[config.mk]
export PLATFORM = sky130hd
export DESIGN_NAME = rrbt_cell
export DESIGN_NICKNAME = d
export VERILOG_FILES = /design/src/rtl/rrbt_pkg.sv /design/src/rtl/rrbt_cell.sv
export SDC_FILE = /design/constraint.sdc
export NUM_CORES = 1
export LEC_CHECK = 0
export BUFFER_PORTS_ARGS = -buffer_cell sky130_fd_sc_hd__buf_2
export CAP_MARGIN = 20
export CORE_ASPECT_RATIO = 2
export CORE_MARGIN = 2
export CORE_UTILIZATION = 32
export CTS_CLUSTER_DIAMETER = 50
export DETAILED_ROUTE_END_ITERATION = 10
export PLACE_DENSITY = 0.62
export SKIP_CTS_REPAIR_TIMING = 1
export SLEW_MARGIN = 20
export SYNTH_ARGS = -nofsm -noshare
export SYNTH_HDL_FRONTEND = slang
export SYNTH_SLANG_ARGS = --single-unit
[constraint.sdc]
create_clock -name clock -period 19.37 [get_ports clock]
set_input_delay 2.9055 -clock clock [delete_from_list [all_inputs] [get_ports clock]]
set_output_delay 2.9055 -clock clock [all_outputs]
set_load 0.03 [all_outputs]
[src/rtl/rrbt_pkg.sv]
// ----------------------------------------------------------------------------
// rrbt_pkg: shared types and constants for the region rank box table
// Sizes, kind codes and the packet that travels along the cell chain.
// ----------------------------------------------------------------------------
`default_nettype none

package rrbt_pkg;

   localparam int MaxBoxes = 16;
   localparam int CoordW   = 16;
   localparam int CornerW  = 3 * CoordW;
   localparam int RankW    = 16;
   localparam int EntW     = 5;
   localparam int CntW     = $clog2(MaxBoxes + 1);

   localparam logic [1:0] KIND_QUERY  = 2'd0;
   localparam logic [1:0] KIND_INSERT = 2'd1;
   localparam logic [1:0] KIND_CLEAR  = 2'd2;

   typedef struct packed {
      logic               live;
      logic [1:0]         kind;
      logic [CornerW-1:0] lo;
      logic [CornerW-1:0] hi;
      logic [RankW-1:0]   rank;
      logic [RankW-1:0]   best;
      logic               placed;
      logic [CntW-1:0]    count;
   } packet_type;

   function automatic logic [EntW-1:0] sat_count(input logic [CntW-1:0] n);
      logic [CntW+EntW-1:0] ext;
      ext = {{EntW{1'b0}}, n};
      if (ext > (CntW + EntW)'(2 ** EntW - 1)) begin
         return '1;
      end
      return ext[EntW-1:0];
   endfunction

endpackage

`default_nettype wire

[src/rtl/rrbt_cell.sv]
// ----------------------------------------------------------------------------
// rrbt_cell: one table slot of the box chain
// Holds one box, applies the passing packet to it and hands the packet on.
// ----------------------------------------------------------------------------
`default_nettype none

module rrbt_cell
   import rrbt_pkg::*;
(
   input  wire logic       clock,
   input  wire logic       reset,
   input  wire packet_type pkt_i,
   output packet_type      pkt_o
);

   logic [CornerW-1:0] lo_ff;
   logic [CornerW-1:0] hi_ff;
   logic [RankW-1:0]   level_ff;
   logic               valid_ff;
   logic               valid_in;
   logic               store;
   packet_type         pkt_ff;
   packet_type         pkt_in;

   always_comb begin
      logic contains;
      logic enclosed;
      logic [CoordW-1:0] p;
      logic [CoordW-1:0] bl;
      logic [CoordW-1:0] bh;
      logic [CoordW-1:0] nh;
      contains = 1'b1;
      enclosed = 1'b1;
      for (int a = 0; a < 3; a++) begin
         p  = pkt_i.lo[a*CoordW +: CoordW];
         nh = pkt_i.hi[a*CoordW +: CoordW];
         bl = lo_ff[a*CoordW +: CoordW];
         bh = hi_ff[a*CoordW +: CoordW];
         if (p < bl || p >= bh) begin
            contains = 1'b0;
         end
         if (bl < p || bh > nh) begin
            enclosed = 1'b0;
         end
      end
      pkt_in   = pkt_i;
      valid_in = valid_ff;
      store    = 1'b0;
      case (pkt_i.kind)
         KIND_QUERY: begin
            if (valid_ff && contains && ($signed(level_ff) > $signed(pkt_i.best))) begin
               pkt_in.best = level_ff;
            end
         end
         KIND_INSERT: begin
            if (valid_ff && enclosed) begin
               valid_in = 1'b0;
            end
            if (!valid_in && !pkt_i.placed) begin
               store         = 1'b1;
               valid_in      = 1'b1;
               pkt_in.placed = 1'b1;
            end
         end
         KIND_CLEAR: begin
            valid_in = 1'b0;
         end
         default: begin
         end
      endcase
      if (!pkt_i.live) begin
         valid_in = valid_ff;
         store    = 1'b0;
      end
      pkt_in.count = pkt_i.count + CntW'(valid_in);
   end

   always_ff @(posedge clock) begin
      if (reset) begin
         valid_ff    <= 1'b0;
         pkt_ff.live <= 1'b0;
      end else begin
         valid_ff <= valid_in;
         pkt_ff   <= pkt_in;
      end
   end

   always_ff @(posedge clock) begin
      if (store) begin
         lo_ff    <= pkt_i.lo;
         hi_ff    <= pkt_i.hi;
         level_ff <= pkt_i.rank;
      end
   end

   assign pkt_o = pkt_ff;

endmodule

`default_nettype wire

==> impl_metrics.csv <==
group,metric,value,unit
logic_synthesis,async_flop_share,0,%
logic_synthesis,synth-edff-count,248,
worst_setup_path,cp.required,19.66,ns
worst_setup_path,crit_start,"pkt_i[102]",
power,netSwitchingFraction,25.94,%
clock_network,numCtsBuffers,25,
clock_network,root_buffer,"clkbuf_16",
clock_network,cts.path.max_buffers,3,
logic_synthesis,synthDistinctLibCells,46,
timing,fmax,174.1,MHz
timing,hold_viol_final,0,
grt,gr-total-overflow,0,
logic_synthesis,syn_area_per_cell,13.91,um2
floorplanning,rows,100,
logic_synthesis,synth_fp_nets,1159,
layout,nets,1462,
worst_setup_path,crit_fanout,16,
floorplanning,top_level_ports,276,
place,io_buffers,275,
power,comb_power_share,12.4,%
layout,final_cells,1636,
place,place.gp.congestion,0.8177,
power,p_int,943.5,uW
floorplanning,core_area,36910,um2
power,seq_power_share,49.8,%
power,finalPower,1.274,mW
clock_network,clk_latency,0.54,ns
run_status,status,"completed",
timing,final-setup-viol-count,0,
worst_setup_path,critPathKind,"in2reg",
worst_setup_path,worstPathCellList,"buf_2, inv_1, ha_1, nand2b_1, a2111oi_0, nand2b_1, a2111oi_1, a2111oi_0, and4b_1, mux2_2",
clock_network,path_clk_slew,0.07,ns
drt,vias_per_cell,4.711,
layout,area_growth,23.25,%
timing,rsz0062_at_grt,"false",
logic_synthesis,postSynthCellCount,856,
power,pwr-share-clk,37.9,%
logic_synthesis,yosysTopAreaCell,"edfxtp_1",
drt,postRouteAntennaNets,0,
worst_setup_path,crit_slowest_cell,"and4b_1",
timing,fin_hold_ws,0.5817,ns
clock_network,cts_sinks,250,
logic_synthesis,synth-seq-cells,250,
timing,fin_skew,0.01911,ns
worst_setup_path,max_stage_delay,0.90,ns
floorplanning,dieArea,38860,um2
logic_synthesis,ys_seq_area_share,62.89,%
power,p_leak,6.631,nW
timing,fin_crit_sh,29.66,%
worst_setup_path,endpoint_kind,"register",
timing,tns,0,ns
drt,routedWlPerCell,17.05,um
drt,dr.first_iter.drc_count,352,
place,dp_hpwl,21.59,mm
drt,dr.pass1.iters,4,
power,p_sw,330.4,uW
layout,fin_util,39.75,%
timing,slew_headroom,29.94,%
drt,drc,0,
drt,vias,7707,
timing,worstMarginPinSlew,1.051,ns
timing,slew_viol_final,0,
floorplanning,initial_utilization,32.25,%
clock_network,htreeDepth,1,
drt,wirelength,27.90,mm
floorplanning,die_h,276.8,um
clock_network,cts_tree,"yes",
floorplanning,die_x,140.4,um
grt,grt_usage,14.11,%
worst_setup_path,critPathLaunchType,"input port",
worst_setup_path,cp.arrival,6.04,ns
layout,drive_above_1_share,28.83,%
place,placedCellCount,1591,
grt,grt_pass1_wl,42.92,mm
timing,period_needed,5.746,ns
logic_synthesis,syn_area,11910,um2
worst_setup_path,r2r-start,"hi_ff[16]",
grt,grt_start_max_net_pins,76,
hold_path,hp-class,"reg2reg",
grt,antenna_found_initial,2,
logic_synthesis,synth-warning-count,0,
grt,first_global_vias,7893,
flow_run,maxCapViolCount,0,
power,p_per_area,86.83,nW/um2
logic_synthesis,yosys.area.top_type_share,62.55,%
logic_synthesis,ys_top_cells_by_area,"edfxtp_1, ha_1, inv_1",
power,ir_worst_vdd,0.07733,mV
hold_path,hp-start,"level_ff[0]",
logic_synthesis,ys.flop_type,"edfxtp_1",
-- critical path, delay by kind of cell --
family | cells | cell delay, ns
mux | 1 | 0.42
simple gates | 3 | 1.24
fa+ha+maj | 1 | 0.27
compound gates | 3 | 1.02
buf+inv | 2 | 0.17
-- placed cells by master, fill, tap and decap left out, drive strengths merged, types with 2 or more instances in the layout --
cell / netlist / final
nor2b: 7 / 7
a211oi: 3 / 3
o21a: 4 / 4
a221oi: 4 / 4
nor3: 4 / 4
nand2b: 9 / 9
o2111ai: 2 / 2
a21boi: 2 / 2
or3: 3 / 3
mux2: 16 / 16
o21bai: 3 / 3
o21ai: 9 / 9
inv: 172 / 174
nor4: 2 / 2
a2111oi: 5 / 5
o211ai: 7 / 7
clkinv: 0 / 10
or4: 3 / 3
xnor2: 2 / 2
nand3: 14 / 14
nand2: 41 / 41
edfxtp: 248 / 248
a21oi: 56 / 56
clkbuf: 0 / 27
ha: 164 / 164
a21o: 14 / 14
nand4: 24 / 24
dfxtp: 2 / 2
nor4b: 2 / 2
a211o: 3 / 3
bufinv: 0 / 2
o22ai: 3 / 3
nor2: 13 / 13
buf: 2 / 278
clkinvlp: 0 / 3
or4b: 2 / 2
-- cell usage after synthesis (4+ instances only) --
cell       count
edfxtp_1     248
inv_1        172
ha_1         164
a21oi_1       56
nand2_1       41
nand4_1       23
a21o_1        14
nand3_1       14
nor2_1        13
mux2_4        10
nand2b_1       9
o21ai_0        9
nor2b_1        7
o211ai_1       7
mux2_2         6
a2111oi_0      5
a221oi_1       4
nor3_1         4
o21a_1         4
-- through the flow --
step | setup WS [ns] | area (um2)
2_1_floorplan | 9.643 | 11910
6_report | 13.62 | 14670
5_1_grt | 13.31 | 14670
4_1_cts | 13.59 | 14670
3_3_place_gp | 12.99 | 13860
3_5_place_dp | 13.01 | 13860
-- area by class of cell --
class	instances	area [um2]
timing repair buffer	278	1399
fill	3429	22240
inverter	172	650.6
clock inverter	17	176.4
clock buffer	27	633.1
antenna	1	2.502
multi-input combinational	432	3750
tap	459	574.3
sequential	250	7487
-- cell families after synthesis --
group	Yosys count	synth area share [%]
AND/OR/NAND/NOR	125	5.465
adder cells (fa/ha/maj)	164	17.24
multiplexers	17	1.913
XOR/XNOR	3	0.2207
buffers and inverters	174	5.686
flip-flops	250	62.89
AO/OA/AOI/OAI	123	6.590
-- sequential cells by signal, indices dropped and copies added, names as in the netlist --
register	flops
hi_ff	48
level_ff	16
lo_ff	48
pkt_o	137
valid_ff	1
-- power by group through the flow --
stage / Combinational, mW / Clock [mW] / Sequential (mW)
2_1_floorplan: 0.0470 / 0 / 0.695
3_3_place_gp: 0.156 / 0 / 0.645
3_5_place_dp: 0.160 / 0 / 0.645
4_1_cts: 0.160 / 0.502 / 0.634
5_1_grt: 0.173 / 0.518 / 0.636
6_report: 0.158 / 0.482 / 0.634
-- worst paths after layout --
check / to / slack, ns / cells after the start
setup / recovery: pkt_o[10] / 13.62 / 10
hold / removal: pkt_o[6] / 0.58 / 1
setup reg to reg: pkt_o[10] / 15.77 / 8
hold reg to reg: pkt_o[6] / 0.58 / 1
-- per-layer routing --
metal	vias to the layer above	wire length [um]	global-route usage (%)
li1	3736	-	-
met1	3628	11910	18.40
met5	-	7	0
met3	29	2159	2.974
met4	2	621	3.963
met2	312	13200	23.73
(Power assumes the default switching activity.)
